## src/hw/rtl/fxp_pkg.sv

```systemverilog
package fxp_pkg;

    // Fixed field widths of the link and key ports
    localparam int BYTE_W     = 8;
    localparam int KEY_ADDR_W = 7;
    localparam int SEQ_GRP_W  = 7;

    // Key-pad byte addresses the port can reach
    localparam int KEY_ADDR_SPAN = 2 ** KEY_ADDR_W;

    // Fraction bits of the reciprocal used to split a key address into row and lane
    localparam int RECIP_SH = 16;

    // Byte masks
    localparam logic [BYTE_W-1:0] LOW7_MASK = 8'h7F;

    // Item kinds
    typedef enum logic {
        MODE_LINK = 1'b0,
        MODE_KEY  = 1'b1
    } t_mode;

    // Key store access for one pipeline step
    typedef struct packed {
        logic              wr_en;
        logic              rd_en;
        logic [BYTE_W-1:0] wr_byte;
    } t_key_req;

endpackage

```

## src/hw/rtl/fxp_key_store.sv

```systemverilog
module fxp_key_store #(
    parameter int DATA_BYTES = 8,
    parameter int SEQ_BYTES  = 2,
    parameter int KEY_BLOCKS = 10
) (
    input  logic                                 i_clk,
    input  logic                                 i_rst_n,
    input  fxp_pkg::t_key_req                    i_req,
    input  logic [fxp_pkg::KEY_ADDR_W-1:0]       i_wr_addr,
    input  logic [fxp_pkg::KEY_ADDR_W-1:0]       i_wr_row,
    input  logic [fxp_pkg::SEQ_GRP_W*SEQ_BYTES-1:0] i_rd_seq,
    output logic [fxp_pkg::BYTE_W*DATA_BYTES-1:0]  o_key
);
    import fxp_pkg::*;

    localparam int ROW_BITS   = BYTE_W * DATA_BYTES;
    localparam int PAD_LEN    = KEY_BLOCKS * DATA_BYTES;
    // Only rows reachable by the 7-bit key address need storage; the rest read as zero
    localparam int ADDR_ROWS  = (KEY_ADDR_SPAN + DATA_BYTES - 1) / DATA_BYTES;
    localparam int STORE_ROWS = (KEY_BLOCKS < ADDR_ROWS) ? KEY_BLOCKS : ADDR_ROWS;
    localparam int ROW_W      = (STORE_ROWS > 1) ? $clog2(STORE_ROWS) : 1;
    localparam int LANE_W     = (DATA_BYTES > 1) ? $clog2(DATA_BYTES) : 1;

    logic [ROW_BITS-1:0]   r_key_mem [STORE_ROWS];
    logic [DATA_BYTES-1:0] r_key_vld [STORE_ROWS];
    logic [ROW_BITS-1:0]   r_rd_data;
    logic [DATA_BYTES-1:0] r_rd_mask;

    logic                  wr_ok;
    logic [KEY_ADDR_W-1:0] wr_lane_full;
    logic [ROW_W-1:0]      wr_row_idx;
    logic [LANE_W-1:0]     wr_lane_idx;
    logic                  rd_in;
    logic [ROW_W-1:0]      rd_idx;

    // Write address: lane is what is left after the row
    always_comb begin
        wr_ok        = 32'(i_wr_addr) < PAD_LEN;
        wr_lane_full = KEY_ADDR_W'(i_wr_addr - KEY_ADDR_W'(32'(i_wr_row) * DATA_BYTES));
        wr_row_idx   = ROW_W'(i_wr_row);
        wr_lane_idx  = LANE_W'(wr_lane_full);
        rd_in        = 32'(i_rd_seq) < STORE_ROWS;
        rd_idx       = rd_in ? ROW_W'(i_rd_seq) : '0;
    end

    // Row memory with byte-lane writes and registered read
    always_ff @(posedge i_clk) begin
        if (i_req.wr_en && wr_ok) begin
            r_key_mem[wr_row_idx][8*wr_lane_idx +: 8] <= i_req.wr_byte;
        end
        if (i_req.rd_en) begin
            r_rd_data <= r_key_mem[rd_idx];
        end
    end

    // Per-byte written flags; unwritten bytes read as zero
    always_ff @(posedge i_clk) begin
        if (!i_rst_n) begin
            for (int r = 0; r < STORE_ROWS; r++) begin
                r_key_vld[r] <= '0;
            end
            r_rd_mask <= '0;
        end else begin
            if (i_req.wr_en && wr_ok) begin
                r_key_vld[wr_row_idx][wr_lane_idx] <= 1'b1;
            end
            if (i_req.rd_en) begin
                r_rd_mask <= rd_in ? r_key_vld[rd_idx] : '0;
            end
        end
    end

    always_comb begin
        for (int i = 0; i < DATA_BYTES; i++) begin
            o_key[i*BYTE_W +: BYTE_W] = r_rd_data[i*BYTE_W +: BYTE_W] & {BYTE_W{r_rd_mask[i]}};
        end
    end

endmodule

```

## src/hw/rtl/fxp_frame_check.sv

```systemverilog
module fxp_frame_check #(
    parameter int DATA_BYTES = 8,
    parameter int SEQ_BYTES  = 2,
    parameter int KEY_BLOCKS = 10
) (
    input  logic                                           i_clk,
    input  logic                                           i_rst_n,
    input  logic                                           i_adv,
    input  logic                                           i_item_vld,
    input  logic                                           i_mode,
    input  logic [fxp_pkg::BYTE_W-1:0]                     i_byte,
    output logic                                           o_hit,
    output logic [fxp_pkg::SEQ_GRP_W*SEQ_BYTES-1:0]        o_seq,
    output logic                                           o_s2_vld,
    output logic [DATA_BYTES+SEQ_BYTES-1:0][fxp_pkg::BYTE_W-1:0] o_s2_win
);
    import fxp_pkg::*;

    localparam int WIN_LEN = DATA_BYTES + SEQ_BYTES;
    localparam int SEQ_W   = SEQ_GRP_W * SEQ_BYTES;

    logic [WIN_LEN-1:0][BYTE_W-1:0] r_window;
    logic [WIN_LEN-1:0][BYTE_W-1:0] r_s2_win;
    logic [SEQ_W-1:0]               r_last_seq;
    logic                           r_seen;
    logic                           r_s2_vld;

    logic [WIN_LEN-1:0][BYTE_W-1:0] n_window;
    logic                           link_item;
    logic                           marks_ok;
    logic                           seq_newer;
    logic                           seq_in_pad;

    // Shifted window, frame marks and sequence number
    always_comb begin
        n_window[0] = i_byte;
        for (int i = 1; i < WIN_LEN; i++) begin
            n_window[i] = r_window[i-1];
        end
        marks_ok = 1'b1;
        for (int i = 0; i < WIN_LEN; i++) begin
            if (i < DATA_BYTES) begin
                if (n_window[i][BYTE_W-1]) marks_ok = 1'b0;
            end else begin
                if (!n_window[i][BYTE_W-1]) marks_ok = 1'b0;
            end
        end
        for (int i = 0; i < SEQ_BYTES; i++) begin
            o_seq[i*SEQ_GRP_W +: SEQ_GRP_W] = n_window[WIN_LEN-1-i][SEQ_GRP_W-1:0];
        end
        link_item  = i_item_vld && (t_mode'(i_mode) == MODE_LINK);
        seq_newer  = !r_seen || (o_seq > r_last_seq);
        seq_in_pad = 32'(o_seq) < KEY_BLOCKS;
        o_hit      = link_item && marks_ok && seq_newer && seq_in_pad;
    end

    // Window and sequence tracking; the window keeps raw bytes
    always_ff @(posedge i_clk) begin
        if (!i_rst_n) begin
            r_window   <= '0;
            r_last_seq <= '0;
            r_seen     <= 1'b0;
            r_s2_vld   <= 1'b0;
        end else if (i_adv) begin
            if (link_item) begin
                r_window <= n_window;
            end
            if (o_hit) begin
                r_seen     <= 1'b1;
                r_last_seq <= o_seq;
            end
            r_s2_vld <= o_hit;
        end
    end

    always_ff @(posedge i_clk) begin
        if (i_adv && o_hit) begin
            r_s2_win <= n_window;
        end
    end

    assign o_s2_vld = r_s2_vld;
    assign o_s2_win = r_s2_win;

`ifndef ASSERT_OFF
    // An accepted frame becomes the new reference number
    a_seq_update: assert property (@(posedge i_clk) disable iff (!i_rst_n)
        i_adv && o_hit |=> r_seen && (r_last_seq == $past(o_seq)))
        else $error("sequence reference not updated after frame");

    // A held frame carries the frame marks
    a_held_marks: assert property (@(posedge i_clk) disable iff (!i_rst_n)
        r_s2_vld |-> !r_s2_win[0][BYTE_W-1] && r_s2_win[DATA_BYTES][BYTE_W-1])
        else $error("held frame without frame marks");
`endif

endmodule

```

## src/hw/rtl/fxp_out_buffer.sv

```systemverilog
module fxp_out_buffer #(
    parameter int DATA_BYTES = 8,
    parameter int SEQ_BYTES  = 2
) (
    input  logic                                                 i_clk,
    input  logic                                                 i_rst_n,
    input  logic                                                 i_load,
    input  logic [DATA_BYTES+SEQ_BYTES-1:0][fxp_pkg::BYTE_W-1:0] i_win,
    input  logic [fxp_pkg::BYTE_W*DATA_BYTES-1:0]                i_key,
    input  logic                                                 i_ready,
    output logic                                                 o_valid,
    output logic [fxp_pkg::BYTE_W-1:0]                           o_byte,
    output logic                                                 o_last,
    output logic                                                 o_empty
);
    import fxp_pkg::*;

    localparam int WIN_LEN = DATA_BYTES + SEQ_BYTES;
    localparam int CNT_W   = $clog2(WIN_LEN + 1);

    logic [WIN_LEN-1:0][BYTE_W-1:0] r_obuf;
    logic [CNT_W-1:0]               r_ocnt;
    logic                           xfer;

    assign o_valid = r_ocnt != '0;
    assign o_empty = r_ocnt == '0;
    assign o_last  = r_ocnt == CNT_W'(1);
    assign o_byte  = r_obuf[0];
    assign xfer    = o_valid && i_ready;

    // Remaining byte count
    always_ff @(posedge i_clk) begin
        if (!i_rst_n) begin
            r_ocnt <= '0;
        end else if (i_load) begin
            r_ocnt <= CNT_W'(WIN_LEN);
        end else if (xfer) begin
            r_ocnt <= r_ocnt - CNT_W'(1);
        end
    end

    // Decrypt on load, then shift out slot 0 first
    always_ff @(posedge i_clk) begin
        if (i_load) begin
            for (int i = 0; i < WIN_LEN; i++) begin
                if (i < DATA_BYTES) begin
                    r_obuf[i] <= (i_win[i] ^ i_key[i*BYTE_W +: BYTE_W]) & LOW7_MASK;
                end else begin
                    r_obuf[i] <= i_win[i];
                end
            end
        end else if (xfer) begin
            for (int i = 0; i < WIN_LEN - 1; i++) begin
                r_obuf[i] <= r_obuf[i+1];
            end
        end
    end

`ifndef ASSERT_OFF
    // A frame only loads into an empty buffer or one sending its last byte
    a_load_empty: assert property (@(posedge i_clk) disable iff (!i_rst_n)
        i_load |-> (r_ocnt == '0) || (o_last && i_ready))
        else $error("frame loaded over pending bytes");

    // After the final byte transfer with no new frame the buffer is drained
    a_last_drains: assert property (@(posedge i_clk) disable iff (!i_rst_n)
        o_valid && o_last && i_ready && !i_load |=> !o_valid)
        else $error("bytes remain after last transfer");
`endif

endmodule

```

## src/hw/rtl/framed_xor_pad_decrypter_core.sv

```systemverilog
// Framed XOR pad decrypter. Link bytes (mode 0) slide through a window of
// DATA_BYTES + SEQ_BYTES slots; when the window forms a frame with a sequence
// number newer than the last one and inside the key pad, the data bytes are
// XORed with that number's pad block, MSBs cleared, and the whole window is
// sent out slot 0 first, the final byte marked last. Mode-1 items write one
// pad byte. One item is taken every cycle unless input stalls; a frame's
// closing byte passes the input register and held-frame register into the
// output buffer, whose bytes then leave one per cycle while the receiver is
// ready; it takes the next frame on the transfer of its last byte. Input
// stalls only while a detected frame waits for a buffer that the receiver is
// slow to drain; with the receiver always ready, frames one window length apart,
// the closest the frame marks allow, pass without a stall. The pad store needs
// no clearing pass: per-byte written flags make it read zero after reset.
module framed_xor_pad_decrypter_core #(
    parameter int DATA_BYTES = 8,
    parameter int SEQ_BYTES  = 2,
    parameter int KEY_BLOCKS = 10
) (
    input  logic                              i_clk,
    input  logic                              i_rst_n,
    input  logic                              i_valid,
    output logic                              o_ready,
    input  logic                              i_mode,
    input  logic [fxp_pkg::BYTE_W-1:0]        i_byte_value,
    input  logic [fxp_pkg::KEY_ADDR_W-1:0]    i_key_address,
    output logic                              o_valid,
    input  logic                              i_ready,
    output logic [fxp_pkg::BYTE_W-1:0]        o_out_byte,
    output logic                              o_last_byte
);
    import fxp_pkg::*;

    localparam int WIN_LEN   = DATA_BYTES + SEQ_BYTES;
    localparam int SEQ_W     = SEQ_GRP_W * SEQ_BYTES;
    localparam int RECIP     = (2 ** RECIP_SH + DATA_BYTES - 1) / DATA_BYTES;
    localparam int PROD_W    = KEY_ADDR_W + RECIP_SH + 1;

    // Input register
    logic                  r_s1_vld;
    logic                  r_s1_mode;
    logic [BYTE_W-1:0]     r_s1_byte;
    logic [KEY_ADDR_W-1:0] r_s1_addr;
    logic [KEY_ADDR_W-1:0] r_s1_row;

    logic                           accept;
    logic                           s1_adv;
    logic                           s2_busy;
    logic [PROD_W-1:0]              addr_prod;
    logic                           hit;
    logic [SEQ_W-1:0]               seq;
    logic                           s2_vld;
    logic [WIN_LEN-1:0][BYTE_W-1:0] s2_win;
    logic [BYTE_W*DATA_BYTES-1:0]   key_row;
    logic                           obuf_empty;
    logic                           obuf_free;
    t_key_req                       key_req;

    // Pipeline flow: a detected frame holds until the output buffer is empty
    // or sends its last byte in this cycle
    assign obuf_free = obuf_empty || (o_valid && o_last_byte && i_ready);
    assign s2_busy   = s2_vld && !obuf_free;
    assign s1_adv    = !s2_busy;
    assign o_ready   = !r_s1_vld || s1_adv;
    assign accept    = i_valid && o_ready;

    // Key address row by reciprocal multiply
    assign addr_prod = PROD_W'(i_key_address) * PROD_W'(RECIP);

    always_ff @(posedge i_clk) begin
        if (!i_rst_n) begin
            r_s1_vld <= 1'b0;
        end else if (o_ready) begin
            r_s1_vld <= i_valid;
        end
    end

    always_ff @(posedge i_clk) begin
        if (accept) begin
            r_s1_mode <= i_mode;
            r_s1_byte <= i_byte_value;
            r_s1_addr <= i_key_address;
            r_s1_row  <= addr_prod[RECIP_SH +: KEY_ADDR_W];
        end
    end

    // Key store access for the item in the input register
    always_comb begin
        key_req.wr_en   = s1_adv && r_s1_vld && (t_mode'(r_s1_mode) == MODE_KEY);
        key_req.rd_en   = s1_adv;
        key_req.wr_byte = r_s1_byte;
    end

    fxp_frame_check #(
        .DATA_BYTES (DATA_BYTES),
        .SEQ_BYTES  (SEQ_BYTES),
        .KEY_BLOCKS (KEY_BLOCKS)
    ) u_frame_check (
        .i_clk      (i_clk),
        .i_rst_n    (i_rst_n),
        .i_adv      (s1_adv),
        .i_item_vld (r_s1_vld),
        .i_mode     (r_s1_mode),
        .i_byte     (r_s1_byte),
        .o_hit      (hit),
        .o_seq      (seq),
        .o_s2_vld   (s2_vld),
        .o_s2_win   (s2_win)
    );

    fxp_key_store #(
        .DATA_BYTES (DATA_BYTES),
        .SEQ_BYTES  (SEQ_BYTES),
        .KEY_BLOCKS (KEY_BLOCKS)
    ) u_key_store (
        .i_clk     (i_clk),
        .i_rst_n   (i_rst_n),
        .i_req     (key_req),
        .i_wr_addr (r_s1_addr),
        .i_wr_row  (r_s1_row),
        .i_rd_seq  (seq),
        .o_key     (key_row)
    );

    fxp_out_buffer #(
        .DATA_BYTES (DATA_BYTES),
        .SEQ_BYTES  (SEQ_BYTES)
    ) u_out_buffer (
        .i_clk   (i_clk),
        .i_rst_n (i_rst_n),
        .i_load  (s2_vld && obuf_free),
        .i_win   (s2_win),
        .i_key   (key_row),
        .i_ready (i_ready),
        .o_valid (o_valid),
        .o_byte  (o_out_byte),
        .o_last  (o_last_byte),
        .o_empty (obuf_empty)
    );

    // hit is only consumed through the frame check's held frame
    logic unused_hit;
    assign unused_hit = hit;

endmodule
```

## config.mk

```make
export PLATFORM = sky130hd
export DESIGN_NAME = framed_xor_pad_decrypter_core
export DESIGN_NICKNAME = d
export VERILOG_FILES = /design/src/hw/rtl/fxp_pkg.sv /design/src/hw/rtl/fxp_key_store.sv /design/src/hw/rtl/fxp_frame_check.sv /design/src/hw/rtl/fxp_out_buffer.sv /design/src/hw/rtl/framed_xor_pad_decrypter_core.sv
export SDC_FILE = /design/constraint.sdc
export NUM_CORES = 1
export LEC_CHECK = 0
export BUFFER_PORTS_ARGS = -buffer_cell sky130_fd_sc_hd__clkbuf_2
export CAP_MARGIN = 20
export CORE_UTILIZATION = 60
export CTS_CLUSTER_SIZE = 25
export DETAILED_ROUTE_END_ITERATION = 8
export GPL_ROUTABILITY_DRIVEN = 1
export PLACE_DENSITY = 0.79
export SETUP_SLACK_MARGIN = 0.3
export SYNTH_ARGS = -nofsm -noshare
export SYNTH_HDL_FRONTEND = slang
export SYNTH_SLANG_ARGS = --single-unit
```

## constraint.sdc

```tcl
create_clock -name i_clk -period 8.7 [get_ports i_clk]
set_clock_uncertainty 0.1 [all_clocks]
set_input_delay 1.305 -clock i_clk [delete_from_list [all_inputs] [get_ports i_clk]]
set_output_delay 1.305 -clock i_clk [all_outputs]
set_load 0.01 [all_outputs]
```

==> flow_summary.toml <==
[run_status]
outcome = "complete, no violations"

[setup_path]
cpMostUsedCell = "buf_4"
cp_data_arrival_time_ps = 4890
crit_type = "reg2reg"
start_kind = "flop"
crit_buf_inv = 2
startpoint = "u_frame_check.o_seq[7]"
timing.rr.start = "u_frame_check.o_seq[7]"
cp-end-kind = "flop"
cp_max_fo = 60
path_delay_family = "buffers and inverters"
slowest_delay_ps = 860
ff2ff_path_depth = 8
cp_cell_sequence = "nor4_1 > nand3_1 > nor2_4 > buf_4 > buf_4 > mux2i_1 > a221oi_1 > or3_1"
worst_path_max_delay_cell = "buf_4"
crit_cells = 8
required_ps = 8990

[global_route]
grt_pass1_vias = 23580
grt_max_degree = 132
grt_use_total = 0.2787
grt_pass1_wl_um = 140000
globalRoute.totalOverflow = 0
antenna_found_initial = 3

[power_and_ir_drop]
leakagePower_nw = 15.56
p_sw_frac = 0.1994
power_mw = 9.449
pwr-share-clk = 0.438
p_int_mw = 7.565
powerDensity_nw_per_um2 = 216.7
seqPwrFrac = 0.544
power_switching_mw = 1.884
pwr-share-comb = 0.019
peakVddDrop_uv = 153.5

[timing]
fin_crit_ps = 4605
relSlewSlack = 0.2290
tightest_slew_ps = 1156
fin_crit_sh = 0.5293
fin_tns_setup_ps = 0
clock.fmax_mhz = 217.2
hold_viol = 0
maxSlewViolCount = 0
rsz0062_at_grt = "false"
setup_violations = 0

[route]
viasPerCell = 6.375
vias = 24070
wire_per_inst_um = 24.70
firstDrtPassIters = 8
drc = 0
drtAntennaViolNets = 0
drt_iter0_drc = 3020
wirelength_um = 93270

[placed_design]
gp_congestion = 0.8508
io_buffers = 30
dp_hpwl_um = 57300

[final_layout]
layout_commonest_cell = "edfxtp_1"
multi_input_area_sq_um = 10570
nets = 2886
layout_common_cells = "edfxtp_1, nand2_1, nor2_1, mux2i_1, o21ai_0"
drive_above_1_share = 0.07979
ff_latch_area_sq_um = 28310
syn2layout_area_growth_pct = 9.762
fill_cells = 4268

[clock_network]
root_buffer = "clkbuf_16"
clock_latency_ps = 660
tritoncts = "yes"
cts_buffer_depth = 3
htree_levels = 3
ctsResizeCount = 0
numCtsBuffers = 95
cts_setup_buffers = 0
clkSlewWorstSetupHoldPaths_ps = 60
holdBufCountCts = 0
cts_sinks = 979

[synth]
syn_area_sq_um = 39730
yosys_warnings = 0
ys_ff_latch = 979
yosys.area_share.simple = 0.09785
synth_xor_area_frac = 0.01301
synth.area.top_cells = "edfxtp_1, dfxtp_1, mux2i_1"
yosys.area_share.adder = 0.006613
synth_edf_count = 870
synthArstFlopShare = 0
synth_compound_area_frac = 0.08623
ys_seq_area_frac = 0.7125
synth_ff_type = "edfxtp_1"
synth_mux_area_frac = 0.05921
synthCells = 2877
synth.top_cell.area_share = 0.6576
synth_top_family_by_area = "simple AND/OR/NAND/NOR gates"
avgSynthCellArea_sq_um = 13.81
synth_top_cell_by_area = "edfxtp_1"
synth_cell_types = 61

[floorplanning]
chipWidth_um = 259.3
dieArea_sq_um = 67250
ios = 31
initial_utilization = 0.6119
fp.dieH_um = 259.3
std_cell_rows = 93
coreArea_sq_um = 64930

[worst_hold_path]
hold_class = "reg2reg"
min_path_cells = 0
hp-start = "u_frame_check.o_s2_win[79]"

[job]
drv_cap = 0
## per-layer routing
layer  vias to the layer above  GRT usage  wire, um
met4                         2     0.1221      3583
met3                       226    0.06034     10260
li1                      10700          -         -
met1                     11840     0.3694     34790
met2                      1305     0.4459     44620
met5                         -          0        11
## state kept, by name, indices dropped and copies added, names as in the netlist
| name | flops |
|---|---|
| u_frame_check.r_seen | 1 |
| u_frame_check.n_window | 58 |
| u_frame_check.o_seq | 14 |
| u_frame_check.r_last_seq | 14 |
| r_s1_addr | 7 |
| u_frame_check.o_s2_vld | 1 |
| u_key_store.r_key_mem | 560 |
| u_key_store.r_rd_mask | 8 |
| u_out_buffer.r_obuf | 72 |
| r_s1_mode | 1 |
| u_frame_check.o_s2_win | 72 |
| u_key_store.r_key_vld | 94 |
| r_s1_byte | 8 |
| r_s1_vld | 1 |
| u_out_buffer.r_ocnt | 4 |
| u_out_buffer.o_byte | 8 |
| u_key_store.r_rd_data | 56 |
## Yosys cell counts (5+ instances only)
library cell,number
mux2_1,8
o21bai_1,5
xor2_1,57
nor2b_1,9
nor4_1,7
edfxtp_1,870
nor3_1,10
buf_2,17
nand3_1,92
and3_1,72
o31ai_1,5
nand4_1,10
mux2i_1,217
dfxtp_1,109
a211o_1,8
and2_1,33
a22o_1,6
nand2b_1,5
o211ai_1,11
nor2_1,256
a211oi_1,112
a221oi_1,61
o32ai_1,5
or3_1,50
a21oi_1,42
o2bb2ai_1,5
buf_4,15
inv_1,19
clkbuf_1,164
a21boi_0,75
nand2_1,290
o221ai_1,11
o21ai_0,140
mux2_2,8
ha_1,21
buf_1,7
## power groups by stage
stage / clock network (mW) / logic, mW / registers (mW)
detailed placement: 0 / 0.168 / 5.24
floorplan: 0 / 0.104 / 5.22
global placement: 0 / 0.159 / 5.24
CTS: 4.15 / 0.169 / 5.14
finish: 4.13 / 0.175 / 5.14
global route: 4.32 / 0.187 / 5.14
## worst paths after layout
check                              endpoint  slack [ps]
hold reg to reg     u_out_buffer.r_obuf[79]         320
setup / recovery  u_key_store.r_rd_data[36]        4090
setup reg to reg  u_key_store.r_rd_data[36]        4090
hold / removal      u_out_buffer.r_obuf[79]         320
## cell type report
| cell class | instances | share of cell area |
|---|---|---|
| Sequential cell | 979 | 0.6492 |
| Multi-Input combinational cell | 1680 | 0.2424 |
| Clock buffer | 117 | 0.05804 |
| Tap cell | 855 | 0.02453 |
| Clock inverter | 55 | 0.01380 |
| Timing Repair Buffer | 65 | 0.009927 |
| Inverter | 24 | 0.002066 |
| Antenna cell | 1 | 0.00005738 |
## cell families (layout without fill, tap and decap cells)
group,Yosys count,after routing
AOI/OAI and AO/OA,501,501
buffers and inverters,231,261
adders and majority gates,21,21
xor gates and xnor gates,59,59
muxes,233,233
and+or+nand+nor,852,852
DFF,979,979
other,1,15
## per-stage QoR
stage          utilization  setup WS (ps)  std cells  hold slack [ps]  cell area, sq um
6_report            0.6716           4095       3776            321.6             43610
5_1_grt             0.6716           3989       3776            327.7             43610
4_1_cts             0.6710           4268       3772            322.7             43570
3_5_place_dp        0.6227           3723       3600            309.0             40430
3_3_place_gp        0.6227           3959       3600            301.9             40430
2_1_floorplan            -           2337       2890            300.3             39780
Power figures use the tool's default switching activity.
